## config.mk

```make
export PLATFORM = sky130hd
export DESIGN_NAME = zoom_tracking_focus_stepper
export DESIGN_NICKNAME = d
export VERILOG_FILES = /design/src/rtl/zts_pkg.sv /design/src/rtl/zoom_tracking_focus_stepper.sv /design/src/rtl/zts_table.sv
export SDC_FILE = /design/constraint.sdc
export NUM_CORES = 2
export LEC_CHECK = 0
export BUFFER_PORTS_ARGS = -buffer_cell sky130_fd_sc_hd__clkbuf_2
export CAP_MARGIN = 25
export CORE_MARGIN = 5
export CORE_UTILIZATION = 63
export DETAILED_ROUTE_END_ITERATION = 8
export PLACE_DENSITY = 0.89
export SLEW_MARGIN = 10
export SYNTH_ARGS = -nofsm -noshare
export SYNTH_HDL_FRONTEND = slang
export SYNTH_SLANG_ARGS = --single-unit
```

## constraint.sdc

```tcl
create_clock -name clock -period 6.5 [get_ports clock]
set_clock_uncertainty 0.15 [all_clocks]
set_input_delay 0.975 -clock clock [delete_from_list [all_inputs] [get_ports clock]]
set_output_delay 0.975 -clock clock [all_outputs]
set_load 0.05 [all_outputs]
```

## src/rtl/zts_pkg.sv

```systemverilog
// ----------------------------------------------------------------------------
// zts_pkg
// Shared types, codes and defaults for the zoom tracking focus stepper.
// ----------------------------------------------------------------------------
package zts_pkg;

   localparam int unsigned REQ_W   = 4;
   localparam int unsigned POS_W   = 16;
   localparam int unsigned IDX_W   = 6;
   localparam int unsigned DIR_W   = 2;
   localparam int unsigned CSR_W   = 16;
   localparam int unsigned CSRA_W  = 3;
   localparam int unsigned CNT_W   = 7;

   // Parameter defaults
   localparam int unsigned TABLE_DEPTH_DEF      = 64;
   localparam int unsigned ARRIVE_TOLERANCE_DEF = 100;
   localparam int unsigned ZOOM_DEADBAND_DEF    = 50;

   // Reset values
   localparam logic [POS_W-1:0] LIMIT_MAX_RST   = 16'd15000;
   localparam logic [CNT_W-1:0] TABLE_COUNT_RST = 7'd60;
   localparam logic [POS_W-1:0] LAST_ZOOM_RST   = 16'hFFFF;
   localparam logic [POS_W-1:0] POS_MAX         = 16'hFFFF;

   // Request codes
   localparam logic [REQ_W-1:0] REQ_TICK      = 4'd0;
   localparam logic [REQ_W-1:0] REQ_GOTO      = 4'd1;
   localparam logic [REQ_W-1:0] REQ_ZOOM      = 4'd2;
   localparam logic [REQ_W-1:0] REQ_STOP      = 4'd3;
   localparam logic [REQ_W-1:0] REQ_MOVE_UP   = 4'd4;
   localparam logic [REQ_W-1:0] REQ_MOVE_DOWN = 4'd5;
   localparam logic [REQ_W-1:0] REQ_LOAD      = 4'd6;
   localparam logic [REQ_W-1:0] REQ_POWER     = 4'd7;
   localparam logic [REQ_W-1:0] REQ_TOUCH_OFF = 4'd8;

   // Direction codes
   localparam logic [DIR_W-1:0] DIR_IDLE = 2'd0;
   localparam logic [DIR_W-1:0] DIR_UP   = 2'd1;
   localparam logic [DIR_W-1:0] DIR_DOWN = 2'd2;

   // Register indexes
   localparam logic [CSRA_W-1:0] CSR_LIMIT_MIN          = 3'd0;
   localparam logic [CSRA_W-1:0] CSR_LIMIT_MAX          = 3'd1;
   localparam logic [CSRA_W-1:0] CSR_SYNC_ENABLE        = 3'd2;
   localparam logic [CSRA_W-1:0] CSR_FULL_OFFSET        = 3'd3;
   localparam logic [CSRA_W-1:0] CSR_FULL_OFFSET_MINUS  = 3'd4;
   localparam logic [CSRA_W-1:0] CSR_FIRST_OFFSET       = 3'd5;
   localparam logic [CSRA_W-1:0] CSR_FIRST_OFFSET_MINUS = 3'd6;
   localparam logic [CSRA_W-1:0] CSR_TABLE_COUNT        = 3'd7;

   typedef struct packed {
      logic [POS_W-1:0] zoom;
      logic [POS_W-1:0] step;
   } zts_entry_type;

   function automatic logic [POS_W-1:0] abs_diff(input logic [POS_W-1:0] a,
                                                 input logic [POS_W-1:0] b);
      abs_diff = (a > b) ? (a - b) : (b - a);
   endfunction

endpackage

```

## src/rtl/zoom_tracking_focus_stepper.sv

```systemverilog
// ----------------------------------------------------------------------------
// zoom_tracking_focus_stepper
// Stepper focus controller for a laser lens with zoom-tracked targets.
// ----------------------------------------------------------------------------
// Usage:
//   Command channel: drive req_* with start high; the item is taken at the
//   clock edge where start is high and busy is low.
//   Result channel: rsp_valid pulses for one cycle with the state after the
//   item (position, step line, direction, target, power). There is no
//   backpressure; the receiver must take it in that cycle.
//   Config port: csr_we/csr_index/csr_wdata writes one register per clock;
//   the user must write only while the block is idle (not enforced here).
// Sequencing:
//   Tick, goto, stop, move, load, power and touch-off items finish in the
//   accept cycle; the result shows in the next cycle and busy never rises.
//   A zoom sample that passes the deadband and sync gates runs the
//   sequencer: one table entry is scanned per clock through the table's
//   single read port, then one or two passes through the shared 17-bit
//   add/sub unit for the offset, then the goto; busy is high meanwhile.
// Reset: synchronous, active high. Motor state clears, laser off, registers
//   take their defaults, last zoom reads as 65535. Table contents are not
//   cleared and must be loaded before zoom samples use them.
// ----------------------------------------------------------------------------
module zoom_tracking_focus_stepper #(
   parameter int unsigned TABLE_DEPTH      = zts_pkg::TABLE_DEPTH_DEF,
   parameter int unsigned ARRIVE_TOLERANCE = zts_pkg::ARRIVE_TOLERANCE_DEF,
   parameter int unsigned ZOOM_DEADBAND    = zts_pkg::ZOOM_DEADBAND_DEF
) (
   input  logic                        clock,
   input  logic                        reset,
   // command channel
   input  logic                        start,
   output logic                        busy,
   input  logic [zts_pkg::REQ_W-1:0]   req_type,
   input  logic [zts_pkg::POS_W-1:0]   req_target_position,
   input  logic [zts_pkg::POS_W-1:0]   req_zoom_reading,
   input  logic [zts_pkg::IDX_W-1:0]   req_entry_index,
   input  logic [zts_pkg::POS_W-1:0]   req_entry_zoom,
   input  logic [zts_pkg::POS_W-1:0]   req_entry_step,
   input  logic                        req_flag_value,
   // result channel
   output logic                        rsp_valid,
   output logic [zts_pkg::POS_W-1:0]   rsp_position,
   output logic                        rsp_step_level,
   output logic [zts_pkg::DIR_W-1:0]   rsp_direction,
   output logic                        rsp_moving,
   output logic [zts_pkg::POS_W-1:0]   rsp_target,
   output logic                        rsp_target_pending,
   output logic                        rsp_laser_on,
   // config port
   input  logic                        csr_we,
   input  logic [zts_pkg::CSRA_W-1:0]  csr_index,
   input  logic [zts_pkg::CSR_W-1:0]   csr_wdata
);
   import zts_pkg::*;

   localparam int unsigned AW = $clog2(TABLE_DEPTH);
   localparam logic [POS_W-1:0] TOL  = POS_W'(ARRIVE_TOLERANCE);
   localparam logic [POS_W-1:0] DBND = POS_W'(ZOOM_DEADBAND);
   localparam logic [8:0]       DEPTH9 = 9'(TABLE_DEPTH);

   // Sequencer states
   typedef enum logic [4:0] {
      ST_IDLE   = 5'b00001,
      ST_SCAN   = 5'b00010,   // walk the table, one entry per clock
      ST_OFFSET = 5'b00100,   // apply calibration offset
      ST_NEGATE = 5'b01000,   // second pass for |s - off| when off > s
      ST_GOTO   = 5'b10000    // issue the goto with the computed target
   } state_type;

   state_type state_ff, state_in;

   // Config registers
   logic [POS_W-1:0] limit_min_ff, limit_min_in;
   logic [POS_W-1:0] limit_max_ff, limit_max_in;
   logic             sync_en_ff, sync_en_in;
   logic [POS_W-1:0] full_off_ff, full_off_in;
   logic             full_minus_ff, full_minus_in;
   logic [POS_W-1:0] first_off_ff, first_off_in;
   logic             first_minus_ff, first_minus_in;
   logic [CNT_W-1:0] table_cnt_ff, table_cnt_in;

   // Motor / tracking state
   logic [POS_W-1:0] pos_ff, pos_in;
   logic [POS_W-1:0] end_pos_ff, end_pos_in;
   logic             move_ff, move_in;
   logic [DIR_W-1:0] dir_ff, dir_in;
   logic             track_ff, track_in;
   logic             pulse_ff, pulse_in;
   logic             power_ff, power_in;
   logic             touch_ff, touch_in;
   logic [POS_W-1:0] last_zoom_ff, last_zoom_in;
   logic             rsp_valid_ff, rsp_valid_in;

   // Zoom search datapath
   logic [POS_W-1:0] zoom_ff, zoom_in;
   logic [AW-1:0]    scan_idx_ff, scan_idx_in;
   logic [AW-1:0]    data_idx_ff, data_idx_in;
   logic             data_vld_ff, data_vld_in;
   logic [AW-1:0]    last_idx_ff, last_idx_in;
   logic [POS_W-1:0] step_ff, step_in;
   logic             first_ff, first_in;
   logic [POS_W-1:0] tgt_ff, tgt_in;

   // Table
   logic             tbl_we;
   logic [8:0]       load_idx9;
   zts_entry_type    tbl_wr_data;
   zts_entry_type    tbl_rd_data;

   // Shared add/sub unit
   logic [POS_W-1:0] alu_a, alu_b;
   logic             alu_sub;
   logic [POS_W:0]   alu_sum;

   // Entry count clamp
   logic [8:0]       cnt9, n9, last9;

   // Goto evaluation
   logic             gt_en;
   logic [POS_W-1:0] gt_pos;

   logic             accept;
   logic             stop_now;

   assign accept = start && (state_ff == ST_IDLE);
   assign busy   = (state_ff != ST_IDLE);

   // Count of usable entries: 0 acts as 1, capped at the table depth
   assign cnt9  = 9'(table_cnt_ff);
   assign n9    = (cnt9 == 9'd0) ? 9'd1 : ((cnt9 > DEPTH9) ? DEPTH9 : cnt9);
   assign last9 = n9 - 9'd1;

   assign load_idx9       = 9'(req_entry_index);
   assign tbl_we          = accept && (req_type == REQ_LOAD) && (load_idx9 < DEPTH9);
   assign tbl_wr_data.zoom = req_entry_zoom;
   assign tbl_wr_data.step = req_entry_step;

   zts_table #(
      .DEPTH (TABLE_DEPTH),
      .AW    (AW)
   ) u_table (
      .clock   (clock),
      .wr_en   (tbl_we),
      .wr_addr (load_idx9[AW-1:0]),
      .wr_data (tbl_wr_data),
      .rd_addr (scan_idx_ff),
      .rd_data (tbl_rd_data)
   );

   // Shared 17-bit add/sub. For a subtract, bit 16 set means a >= b.
   always_comb begin
      alu_a   = step_ff;
      alu_b   = first_ff ? first_off_ff : full_off_ff;
      alu_sub = first_ff ? first_minus_ff : full_minus_ff;
      if (state_ff == ST_NEGATE) begin
         alu_a   = full_off_ff;
         alu_b   = step_ff;
         alu_sub = 1'b1;
      end
   end

   assign alu_sum = {1'b0, alu_a} + {1'b0, (alu_sub ? ~alu_b : alu_b)}
                    + (POS_W+1)'(alu_sub);

   always_comb begin
      // defaults: hold
      state_in       = state_ff;
      limit_min_in   = limit_min_ff;
      limit_max_in   = limit_max_ff;
      sync_en_in     = sync_en_ff;
      full_off_in    = full_off_ff;
      full_minus_in  = full_minus_ff;
      first_off_in   = first_off_ff;
      first_minus_in = first_minus_ff;
      table_cnt_in   = table_cnt_ff;
      pos_in         = pos_ff;
      end_pos_in     = end_pos_ff;
      move_in        = move_ff;
      dir_in         = dir_ff;
      track_in       = track_ff;
      pulse_in       = pulse_ff;
      power_in       = power_ff;
      touch_in       = touch_ff;
      last_zoom_in   = last_zoom_ff;
      rsp_valid_in   = 1'b0;
      zoom_in        = zoom_ff;
      scan_idx_in    = scan_idx_ff;
      data_idx_in    = data_idx_ff;
      data_vld_in    = data_vld_ff;
      last_idx_in    = last_idx_ff;
      step_in        = step_ff;
      first_in       = first_ff;
      tgt_in         = tgt_ff;
      gt_en          = 1'b0;
      gt_pos         = req_target_position;
      stop_now       = 1'b0;

      if (csr_we) begin
         case (csr_index)
            CSR_LIMIT_MIN:          limit_min_in   = csr_wdata;
            CSR_LIMIT_MAX:          limit_max_in   = csr_wdata;
            CSR_SYNC_ENABLE:        sync_en_in     = csr_wdata[0];
            CSR_FULL_OFFSET:        full_off_in    = csr_wdata;
            CSR_FULL_OFFSET_MINUS:  full_minus_in  = csr_wdata[0];
            CSR_FIRST_OFFSET:       first_off_in   = csr_wdata;
            CSR_FIRST_OFFSET_MINUS: first_minus_in = csr_wdata[0];
            CSR_TABLE_COUNT:        table_cnt_in   = csr_wdata[CNT_W-1:0];
            default: ;
         endcase
      end

      case (state_ff)
         ST_IDLE: begin
            if (accept) begin
               rsp_valid_in = 1'b1;
               case (req_type)
                  REQ_TICK: begin
                     if (move_ff && power_ff) begin
                        if (track_ff && (abs_diff(pos_ff, end_pos_ff) < TOL)) begin
                           stop_now = 1'b1;
                           track_in = 1'b0;
                        end else if ((pos_ff >= limit_max_ff) && (dir_ff == DIR_UP)) begin
                           stop_now = 1'b1;
                        end else if ((pos_ff <= limit_min_ff) && (dir_ff == DIR_DOWN)) begin
                           stop_now = 1'b1;
                        end else begin
                           pulse_in = ~pulse_ff;
                           if (dir_ff == DIR_UP) begin
                              pos_in = pos_ff + 16'd1;
                           end else if (dir_ff == DIR_DOWN) begin
                              pos_in = pos_ff - 16'd1;
                           end
                        end
                     end
                  end
                  REQ_GOTO: begin
                     gt_en = 1'b1;
                  end
                  REQ_ZOOM: begin
                     // pass deadband and sync gates, then start the table walk
                     if (sync_en_ff && touch_ff &&
                         (abs_diff(last_zoom_ff, req_zoom_reading) >= DBND)) begin
                        rsp_valid_in = 1'b0;
                        last_zoom_in = req_zoom_reading;
                        zoom_in      = req_zoom_reading;
                        scan_idx_in  = '0;
                        data_vld_in  = 1'b0;
                        last_idx_in  = last9[AW-1:0];
                        state_in     = ST_SCAN;
                     end
                  end
                  REQ_STOP: begin
                     stop_now = 1'b1;
                  end
                  REQ_MOVE_UP: begin
                     if (power_ff) begin
                        move_in = 1'b1;
                        dir_in  = DIR_UP;
                     end
                  end
                  REQ_MOVE_DOWN: begin
                     if (power_ff) begin
                        move_in = 1'b1;
                        dir_in  = DIR_DOWN;
                     end
                  end
                  REQ_LOAD: ;   // table write handled by tbl_we
                  REQ_POWER: begin
                     power_in = req_flag_value;
                  end
                  REQ_TOUCH_OFF: begin
                     if (power_ff && sync_en_ff) begin
                        touch_in = req_flag_value;
                     end
                  end
                  default: ;
               endcase
            end
         end
         ST_SCAN: begin
            // address issued this cycle, data for the previous address arrives
            data_idx_in = scan_idx_ff;
            data_vld_in = 1'b1;
            if (scan_idx_ff != last_idx_ff) begin
               scan_idx_in = scan_idx_ff + 1'b1;
            end
            if (data_vld_ff &&
                ((zoom_ff >= tbl_rd_data.zoom) || (data_idx_ff == last_idx_ff))) begin
               step_in  = tbl_rd_data.step;
               first_in = (data_idx_ff == '0);
               state_in = ST_OFFSET;
            end
         end
         ST_OFFSET: begin
            state_in = ST_GOTO;
            if (!alu_sub) begin
               tgt_in = alu_sum[POS_W] ? POS_MAX : alu_sum[POS_W-1:0];
            end else if (first_ff) begin
               tgt_in = alu_sum[POS_W] ? alu_sum[POS_W-1:0] : '0;
            end else if (alu_sum[POS_W]) begin
               tgt_in = alu_sum[POS_W-1:0];
            end else begin
               state_in = ST_NEGATE;
            end
         end
         ST_NEGATE: begin
            tgt_in   = alu_sum[POS_W-1:0];
            state_in = ST_GOTO;
         end
         ST_GOTO: begin
            gt_en        = 1'b1;
            gt_pos       = tgt_ff;
            rsp_valid_in = 1'b1;
            state_in     = ST_IDLE;
         end
         default: begin
            state_in = ST_IDLE;
         end
      endcase

      // goto: track the new target, start or stop by distance
      if (gt_en) begin
         track_in   = 1'b1;
         end_pos_in = gt_pos;
         if (abs_diff(pos_ff, gt_pos) > TOL) begin
            if (power_ff) begin
               move_in = 1'b1;
               dir_in  = (pos_ff < gt_pos) ? DIR_UP : DIR_DOWN;
            end
         end else begin
            stop_now = 1'b1;
         end
      end

      if (stop_now) begin
         move_in = 1'b0;
         dir_in  = DIR_IDLE;
      end
   end

   always_ff @(posedge clock) begin
      if (reset) begin
         state_ff       <= ST_IDLE;
         limit_min_ff   <= '0;
         limit_max_ff   <= LIMIT_MAX_RST;
         sync_en_ff     <= 1'b1;
         full_off_ff    <= '0;
         full_minus_ff  <= 1'b0;
         first_off_ff   <= '0;
         first_minus_ff <= 1'b0;
         table_cnt_ff   <= TABLE_COUNT_RST;
         pos_ff         <= '0;
         end_pos_ff     <= '0;
         move_ff        <= 1'b0;
         dir_ff         <= DIR_IDLE;
         track_ff       <= 1'b0;
         pulse_ff       <= 1'b0;
         power_ff       <= 1'b0;
         touch_ff       <= 1'b0;
         last_zoom_ff   <= LAST_ZOOM_RST;
         rsp_valid_ff   <= 1'b0;
         data_vld_ff    <= 1'b0;
      end else begin
         state_ff       <= state_in;
         limit_min_ff   <= limit_min_in;
         limit_max_ff   <= limit_max_in;
         sync_en_ff     <= sync_en_in;
         full_off_ff    <= full_off_in;
         full_minus_ff  <= full_minus_in;
         first_off_ff   <= first_off_in;
         first_minus_ff <= first_minus_in;
         table_cnt_ff   <= table_cnt_in;
         pos_ff         <= pos_in;
         end_pos_ff     <= end_pos_in;
         move_ff        <= move_in;
         dir_ff         <= dir_in;
         track_ff       <= track_in;
         pulse_ff       <= pulse_in;
         power_ff       <= power_in;
         touch_ff       <= touch_in;
         last_zoom_ff   <= last_zoom_in;
         rsp_valid_ff   <= rsp_valid_in;
         data_vld_ff    <= data_vld_in;
      end
   end

   // datapath registers, no reset
   always_ff @(posedge clock) begin
      zoom_ff     <= zoom_in;
      scan_idx_ff <= scan_idx_in;
      data_idx_ff <= data_idx_in;
      last_idx_ff <= last_idx_in;
      step_ff     <= step_in;
      first_ff    <= first_in;
      tgt_ff      <= tgt_in;
   end

   assign rsp_valid          = rsp_valid_ff;
   assign rsp_position       = pos_ff;
   assign rsp_step_level     = pulse_ff;
   assign rsp_direction      = dir_ff;
   assign rsp_moving         = move_ff;
   assign rsp_target         = end_pos_ff;
   assign rsp_target_pending = track_ff;
   assign rsp_laser_on       = power_ff;

endmodule

```

## src/rtl/zts_table.sv

```systemverilog
// ----------------------------------------------------------------------------
// zts_table
// Zoom threshold / step target table: one write port, one registered read.
// ----------------------------------------------------------------------------
module zts_table #(
   parameter int unsigned DEPTH = zts_pkg::TABLE_DEPTH_DEF,
   parameter int unsigned AW    = $clog2(DEPTH)
) (
   input  logic                  clock,
   input  logic                  wr_en,
   input  logic [AW-1:0]         wr_addr,
   input  zts_pkg::zts_entry_type wr_data,
   input  logic [AW-1:0]         rd_addr,
   output zts_pkg::zts_entry_type rd_data
);
   import zts_pkg::*;

   zts_entry_type mem [DEPTH];
   zts_entry_type rd_data_ff;

   always_ff @(posedge clock) begin
      if (wr_en) begin
         mem[wr_addr] <= wr_data;
      end
   end

   always_ff @(posedge clock) begin
      rd_data_ff <= mem[rd_addr];
   end

   assign rd_data = rd_data_ff;

endmodule

```

# Word level (Yosys, flattened, before mapping)
# Memories as Yosys holds them, arrays and structs flattened. A register that Yosys moved wholly into a read port is not among the register bits.
# Index checks and enable logic that the tools add are counted.
# word_totals
reg_bits	203
latchBits	0
ram_bits	2048
mem_bits_ro	0
inputBits	98
wordCells	210
n_memories	1
# classes
n_addsub	12
multipliers	0
div	0
n_lt_le_gt_ge	12
n_eq_ne	31
shift	0
muxes	77
bitwise_logic	5
reduce_logical	45
# mem_list
memory	words	word_bits	read_ports	rd_clocked_by_memory_dff	wr	line_no	rtl
u_table.mem	64	32	1	1	1	zts_table.sv:18	zts_entry_type mem [DEPTH];
# op_table
op	n
16-bit two-way mux	15
16-bit subtractor	6
16-bit > comparator	3
6-bit two-way mux	6
5-bit two-way mux	7
1-bit two-way mux	33
16-bit >= comparator	2
16-bit case mux with 2 select lines	1
5-bit case mux with 4 select lines	1
2-bit AND reduction	10
16-bit by 16-bit adder with 17-bit output	1
17-bit by 1-bit adder with 17-bit output	1
16-bit by 1-bit adder with 16-bit output (second input constant)	1
4-bit by 3-bit equality test with 1-bit output (second input constant)	4
16-bit by 6-bit >= comparator with 1-bit output (second input constant)	1
16-bit by 7-bit > comparator with 1-bit output (second input constant)	1
16-bit less-or-equal comparator	1
16-bit less-than comparator	1
16-bit by 7-bit less-than comparator with 1-bit output (second input constant)	1
2-bit two-way mux	8
16-bit inverter	1
4-bit AND reduction	4
2-bit nonzero test	8
16-bit by 1-bit subtractor with 16-bit output (second input constant)	1
38 further kinds	64

# Logic depth before layout (Yosys ltp)
# depth
word_depth	12
depth_mapped	23
ltp_nobuf	18

# Modules after synthesis
# From an unflattened synthesis, not the netlist that was laid out.
# hier_totals
hier_cells	5410
area_unflattened_um2	94918.5
# by_module_without_submodules
module	instances	cells_per_inst	area_per_inst_um2	seq_area_each_um2
zts_table	1	3511	79039.6	62139.6
zoom_tracking_focus_stepper	1	1899	15879.0	4734.5

# Least setup slack after synthesis
# No wires, ideal clock.
# synth_timing
path_type	reg-to-reg
from	register first_ff
to	register tgt_ff[0] (enable)
arrival_ns	5.411
slack_ns	0.509
stages_incl_launch_ff	19
period_less_slack_ns	5.991
cell_sequence	edfxtp_1 -> buf_1 -> mux2i_1 -> clkbuf_1 -> xor2_1 -> nor2_1 -> a21oi_1 -> fa_1 -> a21o_1 -> a21oi_1 -> o21bai_1 -> a31oi_1 -> o21ai_0 -> o31a_1 -> a211o_1 -> a21o_1 -> or3b_2 -> a21oi_1 -> nor4_1
# synth_via
elab_chain_cells	8
word_cells_on_any_way	10
cone_classes	add/sub (2); eq/ne (1); mux (5); bitwise (1); reduce/logical (1)
# synth_lines
element	line_no	rtl
start: declaration	zoom_tracking_focus_stepper.sv:102	logic first_ff, first_in;
start signal: assignment	zoom_tracking_focus_stepper.sv:395	first_ff <= first_in;
16-bit two-way mux	zoom_tracking_focus_stepper.sv:154	alu_b = first_ff ? first_off_ff : full_off_ff;
16-bit two-way mux	zoom_tracking_focus_stepper.sv:156	if (state_ff == ST_NEGATE) begin
16-bit inverter	zoom_tracking_focus_stepper.sv:163	assign alu_sum = {1'b0, alu_a} + {1'b0, (alu_sub ? ~alu_b : alu_b)}
16-bit two-way mux	zoom_tracking_focus_stepper.sv:163	
16-bit by 16-bit adder with 17-bit output	zoom_tracking_focus_stepper.sv:163	
17-bit by 1-bit adder with 17-bit output	zoom_tracking_focus_stepper.sv:164	+ (POS_W+1)'(alu_sub);
4-bit inequality test (no line) (*)	n/a	
2-bit AND reduction (no line) (*)	n/a	
end signal: assignment	zoom_tracking_focus_stepper.sv:396	tgt_ff <= tgt_in;
end: declaration	zoom_tracking_focus_stepper.sv:103	logic [POS_W-1:0] tgt_ff, tgt_in;
# Every way passes the cells marked *; elsewhere a longest branch is shown, timed or not.
# A chain may end at the register's enable or synchronous reset.

# Worst setup path in the final report
# layout_timing
from	register state_ff[0]
to	register dir_ff[0] (netlist: rsp_direction[0])
# layout_via
elab_chain_cells	8
word_cells_on_any_way	23
cone_classes	add/sub (2); order compare (3); eq/ne (2); mux (14); reduce/logical (2)
# layout_lines
element	line_no	rtl
start: declaration	zoom_tracking_focus_stepper.sv:71	state_type state_ff, state_in;
start signal: assignment	zoom_tracking_focus_stepper.sv:365	state_ff <= state_in;
5-bit equality test (*)	zoom_tracking_focus_stepper.sv:213	case (state_ff)
16-bit two-way mux (*)	zoom_tracking_focus_stepper.sv:213	
named net gt_pos[3]	zoom_tracking_focus_stepper.sv:121	logic [POS_W-1:0] gt_pos;
16-bit subtractor or 16-bit > comparator (tied branches)	zts_pkg.sv:59	abs_diff = (a > b) ? (a - b) : (b - a);
16-bit two-way mux	zts_pkg.sv:59	
16-bit by 7-bit > comparator with 1-bit output	zoom_tracking_focus_stepper.sv:326	if (abs_diff(pos_ff, gt_pos) > TOL) begin
1-bit two-way mux	zoom_tracking_focus_stepper.sv:326	
1-bit two-way mux	zoom_tracking_focus_stepper.sv:323	if (gt_en) begin
2-bit OR reduction (no line)	n/a	
end signal: assignment	zoom_tracking_focus_stepper.sv:377	dir_ff <= dir_in;
end: declaration	zoom_tracking_focus_stepper.sv:87	logic [DIR_W-1:0] dir_ff, dir_in;
# Mark *: on every way through the listed nets, which the timed path passes. The rest lies on a longest branch.

==> flow_metrics.py <==
metrics = {
    "outcome": {
        "status": "finished clean",
    },
    "pwr": {
        "p_leak_nw": 33.80,
        "powerDensity_nw_per_um2": 280.8,
        "ir_drop_uv": 426.5,
    },
    "clock_tree": {
        "clk_path_buf_depth": 3,
        "cts_setup_buffers": 0,
        "ctsResizeCount": 0,
        "clk_pin_slew_worst_paths_ns": 0.06,
        "tritoncts.num_buffers": 211,
        "ctsHoldBuffers": 0,
        "htreeDepth": 4,
        "cts_tree": "built",
        "cts-root-buf": "clkbuf_16",
        "clk_latency_ns": 0.87,
        "clkSinkCount": 2283,
    },
    "logic_synthesis": {
        "synth_edf_count": 2115,
        "ys_ff_latch": 2283,
        "yosys.area.top_type_share_pct": 67.68,
        "ys_types": 84,
        "ys_top_cells_by_area": "edfxtp_1 (68%), mux4_2 (16%), dfxtp_1 (3.6%)",
        "synthArstFlopShare_pct": 0,
        "syn_avg_cell_area_um2": 19.13,
        "yosysSeqAreaShare_pct": 71.26,
        "synth_area_um2": 93850,
        "yosysMostFrequentCell": "edfxtp_1",
        "ys_warn_count": 0,
        "synth_area_leader_cell": "edfxtp_1",
        "synthFlopType": "edfxtp_1",
        "yosys-top-cells-count": "edfxtp_1 (2115), mux4_2 (672), nand2_1 (258)",
        "syn_inst": 4905,
        "synth_fp_nets": 5183,
    },
    "global_route": {
        "grt.total_usage_pct": 36.18,
        "grt_max_degree": 102,
        "first_global_vias": 53270,
        "grt_overflow": 0,
        "grt_pass1_wl_um": 398500,
        "antenna_found_initial": 26,
    },
    "drt": {
        "routed-via-count": 54070,
        "avgRoutedWirePerCell_um": 39.33,
        "drtIter0Drc": 9256,
        "routed_wirelength_um": 287300,
        "vias_per_cell": 7.402,
        "route.detailed.drc": 0,
        "detail-route-antenna-nets": 0,
        "first_pass_iters": 9,
    },
    "placed_design": {
        "dp.cells": 6861,
        "gp_congestion": 0.8972,
        "hpwl_um": 152300,
        "post-place-ws_ns": 0.5373,
        "io_buffer_count": 137,
    },
    "critical_path": {
        "critPathMaxStageDelay_ns": 0.74,
        "path_buf_inv": 2,
        "crit_type": "reg -> reg",
        "cp.required_ns": 7.04,
        "crit_path_top_delay_cell": "or3b_2",
        "crit_path_max_fanout": 19,
        "worst_ep_arrival_time_ns": 6.58,
        "worstPathCellList": "or3_1, or3b_2, mux2i_1, inv_1, ha_1, a21oi_1, a211oi_1, o21ai_1, a21oi_2, buf_4, mux2i_1, xnor2_1, or4b_1, or4_1, nor3_2, a221oi_1, a21boi_1",
        "cp_top_family": "simple AND/OR/NAND/NOR gates",
        "critPathMostFrequentCell": "mux2i_1",
        "crit_path_end_kind": "register",
        "critPathLaunchType": "register",
    },
    "timing": {
        "fmax_mhz": 165.7,
        "period_minus_slack_ns": 6.036,
        "setup_viol": 0,
        "hold_slack_ns": 0.2249,
        "maxSlewHeadroom_pct": 17.15,
        "fin_crit_sh_pct": 92.86,
        "finalWorstSetupSlack_ns": 0.4642,
        "worst_slew_pin_slew_ns": 1.240,
        "final_hold_viol_count": 0,
        "slew_violations": 0,
        "rsz0062_at_grt": "no",
        "tns_ns": 0,
    },
    "layout": {
        "drive_gt1_share_pct": 25.62,
        "regMostFlops": "u_table.mem",
        "finalNonFillerCells": 7304,
        "synthToLayoutAreaGrowth_pct": 12.25,
        "largest_register_ffs": 2048,
        "layout.nets": 5461,
    },
    "die": {
        "core-area_um2": 147800,
        "dieHeight_um": 396.0,
        "die_x_um": 396.0,
        "dieArea_um2": 156800,
        "io_pins": 138,
        "initial_utilization_pct": 63.48,
        "rows": 141,
    },
    "flow_run": {
        "max-cap-violations": 0,
    },
    "min_path": {
        "hold_class": "in -> reg",
    },
}
## final cells by class
class,count,area [µm²]
clock buffer,269,5640
multi-input combinational,2228,25920
clock inverter,120,1252
fill,8017,42500
tap,1930,2415
antenna,15,37.54
sequential,2283,66870
inverter,159,596.8
timing repair buffer,300,2601
## layer usage
metal  GRT usage [%]  part of all wire [%]  vias up
li1                -                     -    20400
met1           45.15                    31    27160
met2           59.24                    49     5421
met3           9.410                    13     1066
met4           18.91                   6.5       18
met5               0                 0.042        -
## final timing paths
kind	startpoint	endpoint	slack (ns)	depth (start not counted)
worst min-delay path	req_zoom_reading[15]	zoom_ff[15]	0.22	1
worst max-delay path	state_ff[0]	rsp_direction[0]	0.46	17
worst min register to register	u_table.rd_data[6]	step_ff[6]	0.24	0
worst max register to register	state_ff[0]	rsp_direction[0]	0.46	17
## worst reg2reg max path: cells and delay by family, from the launching register on
family	cells	cell delay, ns
simple gates	5	2.60
buf+inv	2	0.26
compound gates	6	1.33
xor+xnor	1	0.11
flops	1	0.37
mux	2	0.62
fa+ha+maj	1	0.48
## where the power goes
group          total, mW  switching, mW  internal [mW]
registers           16.0         0.0133           16.0
clock network       12.8           5.90           6.93
logic              0.698          0.498          0.200
## cell families (layout without fill, tap and decap cells)
group | count (synthesis) | after routing | share of synthesized area, %
DFF | 2283 | 2283 | 71.26
AOI/OAI and AO/OA | 467 | 467 | 3.168
muxes | 756 | 756 | 17.03
xor gates and xnor gates | 96 | 96 | 0.8959
adders and majority gates | 180 | 180 | 2.448
and+or+nand+nor | 729 | 729 | 3.543
buffers and inverters | 394 | 848 | 1.656
other | 0 | 15 | 0
## stage by stage
step / instance area [µm²] / power (mW) / util (%)
2_1_floorplan: 93850 / 16.66 / -
3_3_place_gp: 97560 / 16.96 / 65.99
3_5_place_dp: 97610 / 17.00 / 66.03
4_1_cts: 104500 / 29.45 / 70.69
5_1_grt: 105300 / 30.27 / 71.23
6_report: 105300 / 29.57 / 71.25
## layout by cell type (no fill, tap or decap), types with 38 or more instances in the layout
| master | n |
|---|---|
| nor2_4 | 64 |
| edfxtp_1 | 2115 |
| clkbuf_1 | 46 |
| inv_1 | 158 |
| dfxtp_1 | 168 |
| clkinv_2 | 38 |
| clkbuf_2 | 108 |
| o21ai_0 | 67 |
| mux2i_1 | 78 |
| clkbuf_16 | 213 |
| nand2_1 | 258 |
| buf_12 | 40 |
| a21oi_1 | 200 |
| buf_4 | 113 |
| xor2_1 | 42 |
| ha_1 | 174 |
| mux4_2 | 672 |
| xnor2_1 | 54 |
| nor2_1 | 179 |
| clkinv_1 | 43 |
Power figures use the tool's default switching activity.
